### src/rtgm_pkg.sv
`default_nettype none
package rtgm_pkg;

  localparam int CAPACITY_DEF = 64;

  // request kinds
  localparam logic [1:0] REQ_APPEND  = 2'd0;
  localparam logic [1:0] REQ_SEARCH  = 2'd1;
  localparam logic [1:0] REQ_DELETE  = 2'd2;
  localparam logic [1:0] REQ_EXTRACT = 2'd3;

  // result status codes
  localparam logic [2:0] ST_OK       = 3'd0;
  localparam logic [2:0] ST_FULL     = 3'd1;
  localparam logic [2:0] ST_NOTFOUND = 3'd2;
  localparam logic [2:0] ST_BADINDEX = 3'd3;
  localparam logic [2:0] ST_EMPTY    = 3'd4;

  typedef struct packed {
    logic [11:0] year;
    logic [6:0]  age_min;
    logic [6:0]  age_max;
    logic [19:0] admitted;
    logic [14:0] rate;
  } rec_t;

  // candidate beats current best: more admitted, then higher rate
  function automatic logic better(input rec_t c, input rec_t b);
    logic res;
    if (c.admitted != b.admitted) res = c.admitted > b.admitted;
    else res = c.rate > b.rate;
    return res;
  endfunction

endpackage
`default_nettype wire

### src/record_table_group_max.sv
// channel | handshake            | payload
// in      | in_valid, in_stall   | req_type, year, age_min, age_max, admitted,
//         |                      | success_rate, index
// out     | out_valid, out_stall | status, found_index, year_res, age_min_res,
//         |                      | age_max_res, admitted_res, success_rate_res, last
//
// One request at a time; search and delete scan one entry a cycle through the one memory.
// Extract makes two passes per distinct year plus a final pass, bound by the one memory
// read port.
// Reset empties the table by clearing the count and holds the input stalled; no clearing pass.
// A stalled output holds the request in progress until the result is taken.
`default_nettype none
module record_table_group_max
  import rtgm_pkg::*;
#(
  parameter int CAPACITY = CAPACITY_DEF
) (
  input  wire logic        clk,
  input  wire logic        rst,
  input  wire logic        in_valid,
  output logic             in_stall,
  input  wire logic [1:0]  req_type,
  input  wire logic [11:0] year,
  input  wire logic [6:0]  age_min,
  input  wire logic [6:0]  age_max,
  input  wire logic [19:0] admitted,
  input  wire logic [14:0] success_rate,
  input  wire logic [5:0]  index,
  output logic             out_valid,
  input  wire logic        out_stall,
  output logic [2:0]       status,
  output logic [5:0]       found_index,
  output logic [11:0]      year_res,
  output logic [6:0]       age_min_res,
  output logic [6:0]       age_max_res,
  output logic [19:0]      admitted_res,
  output logic [14:0]      success_rate_res,
  output logic             last
);

  localparam int AW = (CAPACITY > 1) ? $clog2(CAPACITY) : 1;
  localparam int CW = $clog2(CAPACITY + 1);
  localparam int IW = (CW > 6) ? CW : 6;

  localparam logic [2:0] S_IDLE = 3'd0;
  localparam logic [2:0] S_SRCH = 3'd1;
  localparam logic [2:0] S_DEL  = 3'd2;
  localparam logic [2:0] S_XA   = 3'd3;
  localparam logic [2:0] S_XB   = 3'd4;
  localparam logic [2:0] S_EMIT = 3'd5;

  logic [2:0]    state;
  logic [2:0]    ret;
  logic [CW-1:0] count;
  logic [CW-1:0] rd_i;
  logic          dv;
  logic [AW-1:0] di;
  logic          fnd;
  logic [AW-1:0] fidx;
  logic [11:0]   key;
  logic [11:0]   prev;
  logic          have_prev;
  logic          have_pend;
  rec_t          pend;
  rec_t          best;

  // staged result waiting for the output register
  logic [2:0]    res_status;
  logic [5:0]    res_fidx;
  rec_t          res_rec;
  logic          res_last;

  // record memory
  rec_t          mem [CAPACITY];
  rec_t          rdata;
  logic          we;
  logic [AW-1:0] wa;
  rec_t          wd;
  logic [AW-1:0] ra;

  logic          in_acc;
  logic          out_free;
  logic          issue;
  logic          done;
  logic [CW+5:0] fidx_wide;
  logic [IW-1:0] idx_ext;
  logic [IW-1:0] cnt_ext;
  rec_t          in_rec;

  assign in_stall  = rst || (state != S_IDLE);
  assign in_acc    = in_valid && !in_stall;
  assign out_free  = !out_valid || !out_stall;
  assign issue     = (rd_i < count);
  assign done      = !issue && !dv;
  assign ra        = rd_i[AW-1:0];
  assign fidx_wide = (CW + 6)'(fidx);
  assign idx_ext   = IW'(index);
  assign cnt_ext   = IW'(count);
  assign in_rec    = '{year: year, age_min: age_min, age_max: age_max,
                       admitted: admitted, rate: success_rate};

  // memory write port: append or delete shift
  always_comb begin
    we = 1'b0;
    wa = count[AW-1:0];
    wd = in_rec;
    if (state == S_IDLE) begin
      we = in_acc && (req_type == REQ_APPEND) && (count < CW'(CAPACITY));
    end else if (state == S_DEL) begin
      we = dv;
      wa = di - AW'(1);
      wd = rdata;
    end
  end

  always_ff @(posedge clk) begin
    if (we) mem[wa] <= wd;
    rdata <= mem[ra];
  end

  // request sequencer
  always_ff @(posedge clk) begin
    if (rst) begin
      state     <= S_IDLE;
      ret       <= S_IDLE;
      count     <= '0;
      rd_i      <= '0;
      dv        <= 1'b0;
      fnd       <= 1'b0;
      have_prev <= 1'b0;
      have_pend <= 1'b0;
      out_valid <= 1'b0;
    end else begin
      if (out_valid && !out_stall && state != S_EMIT) out_valid <= 1'b0;

      // shared scan pipeline
      if (state == S_SRCH || state == S_DEL || state == S_XA || state == S_XB) begin
        dv <= issue;
        di <= ra;
        if (issue) rd_i <= rd_i + CW'(1);
      end

      case (state)
        S_IDLE: begin
          if (in_acc) begin
            res_status <= ST_OK;
            res_fidx   <= '0;
            res_rec    <= '0;
            res_last   <= 1'b1;
            ret        <= S_IDLE;
            dv         <= 1'b0;
            fnd        <= 1'b0;
            case (req_type)
              REQ_APPEND: begin
                if (count < CW'(CAPACITY)) count <= count + CW'(1);
                else res_status <= ST_FULL;
                state <= S_EMIT;
              end
              REQ_SEARCH: begin
                key   <= year;
                rd_i  <= '0;
                state <= S_SRCH;
              end
              REQ_DELETE: begin
                if (idx_ext >= cnt_ext) begin
                  res_status <= ST_BADINDEX;
                  state      <= S_EMIT;
                end else begin
                  rd_i  <= CW'(index) + CW'(1);
                  state <= S_DEL;
                end
              end
              default: begin
                if (count == '0) begin
                  res_status <= ST_EMPTY;
                  state      <= S_EMIT;
                end else begin
                  have_prev <= 1'b0;
                  have_pend <= 1'b0;
                  rd_i      <= '0;
                  state     <= S_XA;
                end
              end
            endcase
          end
        end

        S_SRCH: begin
          if (dv && !fnd && rdata.year == key) begin
            fnd  <= 1'b1;
            fidx <= di;
          end
          if (done) begin
            res_status <= fnd ? ST_OK : ST_NOTFOUND;
            res_fidx   <= fnd ? fidx_wide[5:0] : 6'd0;
            state      <= S_EMIT;
          end
        end

        S_DEL: begin
          if (done) begin
            count <= count - CW'(1);
            state <= S_EMIT;
          end
        end

        // smallest year above the previous one
        S_XA: begin
          if (dv && (!have_prev || rdata.year > prev) && (!fnd || rdata.year < key)) begin
            key <= rdata.year;
            fnd <= 1'b1;
          end
          if (done) begin
            res_status <= ST_OK;
            res_fidx   <= '0;
            res_rec    <= pend;
            if (!fnd) begin
              res_last <= 1'b1;
              ret      <= S_IDLE;
              state    <= S_EMIT;
            end else begin
              rd_i <= '0;
              fnd  <= 1'b0;
              if (have_pend) begin
                res_last <= 1'b0;
                ret      <= S_XB;
                state    <= S_EMIT;
              end else begin
                state <= S_XB;
              end
            end
          end
        end

        // best record of the chosen year
        S_XB: begin
          if (dv && rdata.year == key && (!fnd || better(rdata, best))) begin
            best <= rdata;
            fnd  <= 1'b1;
          end
          if (done) begin
            pend      <= best;
            have_pend <= 1'b1;
            prev      <= key;
            have_prev <= 1'b1;
            fnd       <= 1'b0;
            rd_i      <= '0;
            state     <= S_XA;
          end
        end

        S_EMIT: begin
          if (out_free) begin
            out_valid        <= 1'b1;
            status           <= res_status;
            found_index      <= res_fidx;
            year_res         <= res_rec.year;
            age_min_res      <= res_rec.age_min;
            age_max_res      <= res_rec.age_max;
            admitted_res     <= res_rec.admitted;
            success_rate_res <= res_rec.rate;
            last             <= res_last;
            dv               <= 1'b0;
            state            <= ret;
          end
        end

        default: state <= S_IDLE;
      endcase
    end
  end

endmodule
`default_nettype wire

### config.mk
export PLATFORM = sky130hd
export DESIGN_NAME = record_table_group_max
export DESIGN_NICKNAME = d
export VERILOG_FILES = /design/src/rtgm_pkg.sv /design/src/record_table_group_max.sv
export SDC_FILE = /design/constraint.sdc
export NUM_CORES = 2
export LEC_CHECK = 0
export BUFFER_PORTS_ARGS = -buffer_cell sky130_fd_sc_hd__buf_2
export CAP_MARGIN = 20
export CORE_UTILIZATION = 40
export DETAILED_ROUTE_END_ITERATION = 10
export GPL_TIMING_DRIVEN = 0
export PLACE_DENSITY = 0.59
export SLEW_MARGIN = 5
export SYNTH_ARGS = -nofsm -noshare
export SYNTH_HDL_FRONTEND = slang
export SYNTH_SLANG_ARGS = --single-unit
### constraint.sdc
create_clock -name clk -period 20.2 [get_ports clk]
set_clock_uncertainty 0.2 [all_clocks]
set_input_delay 1.01 -clock clk [delete_from_list [all_inputs] [get_ports clk]]
set_output_delay 1.01 -clock clk [all_outputs]
set_load 0.1 [all_outputs]
# After elaboration in Yosys (flattened, before gate mapping)
# Memory sizes are Yosys's and may differ from the RTL's. A register that Yosys moved wholly into a read port is not among the register bits.
# Cells that the tools add are included.
# totals
register_bits	324
ramBits	3904
word_cells	218
mem_count	1
# memory_table
name	depth	width	read_ports	rd_clocked_by_memory_dff	wr	line	text
mem	64	61	1	1	1	record_table_group_max.sv:74	rec_t mem [CAPACITY];
# classes
addsub	5
magnitude_cmp	7
n_eq_ne	26
muxes	88
n_bitwise	1
n_reduce_logical	52
# op_table
cell	n
$mux 61	4
$pmux 61 s2	1
$mux 7	12
$mux 3	15
$pmux 7 s3	2
$mux 12	3
$mux 6	6
$mux 1	31
$reduce_and 5->1	6
$pmux 3 s3	3
$pmux 12 s2	1
$gt 20x20->1	1
$ne 20x20->1	1
$pmux 6 s3	1
$ne 2x2->1 const B	8
$gt 15x15->1	1
$pmux 3 s5	1
$add 7x1->7 const B	2
$pmux 7 s2	1
$eq 12x12->1	1
$gt 12x12->1	1
$logic_and 1x1->1	12
$lt 12x12->1	1
$ne 2x1->1 const B	6
other kinds (31)	58

# Longest topological paths before layout
# logic_depth
depth_word	9
ltp_mapped	14
depth_no_buf	11

# Worst setup path before layout
# Ideal clock, no wire load.
# synth_timing
path_type	flip-flop to flip-flop
from	reg best[25] (netlist name)
to	reg best[0] (netlist name), enable pin
arrival_ns	7.875
required_time_ns	19.348
setup_slack_ns	11.473
path_stages_with_launch	9
n_path_buf	0
period_less_slack_ns	8.727
cell_sequence	edfxtp_1 -> inv_1 -> ha_1 -> and4_1 -> nor4bb_1 -> a21boi_0 -> a2111o_1 -> a22oi_1 -> nor4b_1
# synth_via
elab_chain_cells	7
# synth_lines
item	line	text
start, declared	record_table_group_max.sv:65	rec_t best;
start signal, assigned	record_table_group_max.sv:238	best <= rdata;
$gt 20x20->1 / $ne 20x20->1 (equally long branches)	rtgm_pkg.sv:30	if (c.admitted != b.admitted) res = c.admitted > b.admitted;
$mux 1 *	rtgm_pkg.sv:30	
$mux 1 *	record_table_group_max.sv:143	case (state)
$mux 1 *	record_table_group_max.sv:123	if (rst) begin
$logic_or 1x1->1 *	record_table_group_max.sv:237	if (dv && rdata.year == key && (!fnd || better(rdata, best))) begin
$logic_and 1x1->1 *	record_table_group_max.sv:237	
$reduce_and 3->1 (no source line) *	-	
# Every way passes the cells marked *; elsewhere a longest branch is shown, timed or not. The select of a mux whose other input is x is not followed.
# A chain may end at the register's enable or synchronous reset.

# Worst setup path after layout
# layout_timing
from	reg rdata[32] (netlist name)
to	reg best[28] (netlist name), enable pin
# layout_via
elab_chain_cells	7
# layout_lines
item	line
$gt 20x20->1 / $ne 20x20->1 (equally long branches)	rtgm_pkg.sv:30
$mux 1 *	rtgm_pkg.sv:30
$mux 1 *	record_table_group_max.sv:143
$mux 1 *	record_table_group_max.sv:123
$logic_or 1x1->1 *	record_table_group_max.sv:237
$logic_and 1x1->1 *	record_table_group_max.sv:237
$reduce_and 3->1 (no source line) *	-
# Marked as above.

==> summary.txt <==
Post-Route WL: 437 mm
DRT iter0 DRCs: 9834
Placed cell count: 12599
Worst-path cell chain: ha_1, nand4_1, nor4bb_1, a21boi_0, a2111o_1, a22oi_1, nor4b_2, buf_4, buf_4, buf_4, buf_4, buf_4, buf_6, buf_4, buf_4
Net count of the mapped netlist: 6875
Post-synthesis cell count: 6722
Vias per cell: 5.74
Critical-path maximum fanout: 8
Slowest CP cell: nor4bb_1
Fillcell total: 32436
Die width: 640 microns
WS Path Type: reg2reg
Worst slew pin tran: 1.17 ns
Post-synth EDFFs: 4204
Final core occ: 47.5%
Primary FF master, synth: edfxtp_1
Post-Syn Area: 163000 sq um
Final setup viols: 0
Post-synthesis register bit count: 4287
Dpl ws: 13.68 ns
Core Region: 404000 sq um
Total CTS buffers: 424
Gpl congestion: 0.797
Hpwl dp: 306 mm
Peak Freq: 151 MHz
Root buf cell: clkbuf_16
PortBufs: 145
Final hold viol count: 0
Max-cap violations: 0
Most common cell after layout, fill and taps aside: edfxtp_1
Die area: 410000 sq um
R2R Path Start: rdata[32]$_DFF_P_
Initial antenna violation count: 38
Num Clock Sinks: 4287
Sw frac: 25.1%
Min-delay src: best[40]$_DFFE_PP_
Worst Path Required: 20.63 ns
First-pass GRT wire length: 608 mm
Worst hold slack: 0.187 ns
Crit path time final: 6.63 ns
Total power: 21.5 mW
Met3 WL: 37.7 mm
Area delta synth->final: 17.8%
WP buf/inv: 8
Number of distinct library cells after synthesis: 57
Setup Fix Bufs, Post-CTS: 0
Placed Area: 177000 sq um
Delay-heaviest family, CP: compound AO/OA/AOI/OAI gates
Fin crit share: 32.8%
Ports: 146
Syn_area_per_cell: 24.2 sq um
Tightest Hold Check Type: reg2reg
Max Used Layer: met5
Metal-1 WL: 173 mm
Max VDD drop: 0.0898 mV
CP dominant cell by count: buf_4
# DRC: 0
Pleak: 58.7 nW
Cell area after layout: 192000 sq um
Rows: 233
Max-Slew Margin vs Limit: 22.1%
Via count: 77077
CP startpoint: rdata[32]$_DFF_P_
GRT overflow: 0
CTS Hold Bufs: 0
Outcome: finished clean
Layout cells sized above 1: 32.9%
Worst-skew pair later-pin latency: 0.98 ns
Met2 Routed Length: 212 mm
Crit path DAT: 7.06 ns
Largest net degree at the start of global routing: 65
Warnings from Yosys: 0
Final setup TNS: 0 ns
Logic pwr share: 15.3%
Commonest non-fill, non-tap cells in the layout: edfxtp_1 (4204), mux4_2 (1281), clkbuf_16 (427)
Slew Limit Fails: 0
Routed len/inst: 32.5 microns
RSZ-0062 raised after global routing: no
Internal power: 16.1 mW
Critical path's largest stage delay: 0.88 ns
Clk pwr share: 36.8%
Post-synthesis async set-or-reset flop share: 0%
Final cell count without fillers: 13436
Worst setup margin: 13.57 ns
Vias in the first global route: 78046
Sw Pwr: 5.40 mW
Worst-path clk slew: 0.06 ns
# nets final: 7802
Cells resized by post-CTS repair: 0
Global Route Usage Sum: 21.2%
Htree depth: 5
Sequential area share after synthesis: 78.5%
Die Ht: 640 microns
Bufs on Longest Clock Path: 4
Routed Antenna Nets: 0
Pwr/cell area: 112 nW/um^2
Sequential power share: 48.0%
Initial Util: 40.3%
CTS tree: done
First-pass DRT Iterations: 9
CP endpoint kind: flip-flop
Startpoint Class: flip-flop
-- power by group through the flow --
stage               logic (mW)  clock network [mW]  registers (mW)
floorplan                 1.95                   0            10.6
global placement          2.99                   0            10.6
detailed placement        3.27                   0            10.5
CTS                       3.28                8.02            10.3
global route              3.47                8.33            10.3
finish                    3.29                7.91            10.3
-- path summary, 6_finish.rpt --
| check | end | slack, ns | depth (start not counted) |
|---|---|---|---|
| worst max-delay path | best[28]$_DFFE_PP_ | 13.57 | 15 |
| worst min-delay path | pend[40]$_DFFE_PP_ | 0.19 | 0 |
| worst max register to register | best[28]$_DFFE_PP_ | 13.57 | 15 |
| worst min register to register | pend[40]$_DFFE_PP_ | 0.19 | 0 |
-- per-layer routing --
layer	vias up	global-route usage, %
li1	30760	-
met1	42094	29.0
met3	630	4.28
met5	-	0
met2	3583	34.4
met4	10	6.52
-- cell type report --
| class | count | area (sq um) | share of cell area (%) |
|---|---|---|---|
| clock buffers | 520 | 11200 | 5.83 |
| flip-flops and latches | 4287 | 128000 | 66.7 |
| well taps | 5405 | 6760 | 3.53 |
| multi-input cells | 2030 | 34000 | 17.7 |
| diodes | 30 | 75.1 | 0.0391 |
| plain buffers | 328 | 1370 | 0.715 |
| inverters | 77 | 289 | 0.151 |
| clock inverters | 258 | 2690 | 1.40 |
| repair buffers | 501 | 7510 | 3.91 |
-- kinds of logic (layout without fill, tap and decap cells) --
| logic type | Yosys count | after routing | share of synthesized area [%] |
|---|---|---|---|
| buf+inv | 405 | 1684 | 0.999 |
| compound gates | 136 | 136 | 0.525 |
| mux | 1300 | 1300 | 17.8 |
| xor+xnor | 18 | 18 | 0.0968 |
| simple gates | 496 | 496 | 1.38 |
| other cells | 0 | 30 | 0 |
| flops | 4287 | 4287 | 78.5 |
| fa+ha+maj | 80 | 80 | 0.619 |
-- sequential cells by signal, summed over array words and instances, names as in the netlist, 7 cells and up --
name	count
pend	61
admitted_res	20
age_min_res	7
rdata	61
success_rate_res	15
res_rec	61
year_res	12
prev	12
rd_i	7
mem	3904
key	12
cnt_ext	7
age_max_res	7
best	61
-- Yosys cell counts (2+ instances only) --
| library cell | n | area share (%) |
|---|---|---|
| edfxtp_1 | 4204 | 78 |
| mux4_2 | 1281 | 18 |
| nand2_1 | 231 | 0.53 |
| clkbuf_1 | 206 | 0.47 |
| nor2_1 | 102 | 0.24 |
| dfxtp_1 | 83 | 1.0 |
| ha_1 | 79 | 0.61 |
| inv_1 | 77 | 0.18 |
| buf_2 | 73 | 0.22 |
| and3_1 | 64 | 0.25 |
| a21oi_1 | 51 | 0.16 |
| buf_1 | 47 | 0.11 |
| nand3_1 | 29 | 0.089 |
| o21ai_0 | 26 | 0.080 |
| nand4_1 | 15 | 0.058 |
| a21o_1 | 14 | 0.065 |
| xnor2_1 | 14 | 0.075 |
| mux2_2 | 12 | 0.083 |
| a211oi_1 | 11 | 0.051 |
| nor2b_1 | 10 | 0.038 |
| and2_1 | 9 | 0.035 |
| nor3_1 | 9 | 0.028 |
| mux2i_1 | 7 | 0.043 |
| o31ai_1 | 7 | 0.032 |
| or3_1 | 6 | 0.023 |
| and4_1 | 4 | 0.022 |
| nand2b_1 | 4 | 0.015 |
| xor2_1 | 4 | 0.022 |
| nor4_1 | 3 | 0.012 |
| o211ai_1 | 3 | 0.014 |
| a211o_1 | 2 | 0.011 |
| a21boi_0 | 2 | 0.0092 |
| a22oi_1 | 2 | 0.0092 |
| buf_6 | 2 | 0.014 |
| nand3b_1 | 2 | 0.0092 |
| nor4b_1 | 2 | 0.011 |
| o22ai_1 | 2 | 0.0077 |
| o311ai_0 | 2 | 0.011 |
| o41ai_1 | 2 | 0.011 |
| or4_1 | 2 | 0.0092 |
No activity file was read; power rests on OpenSTA's default activity.
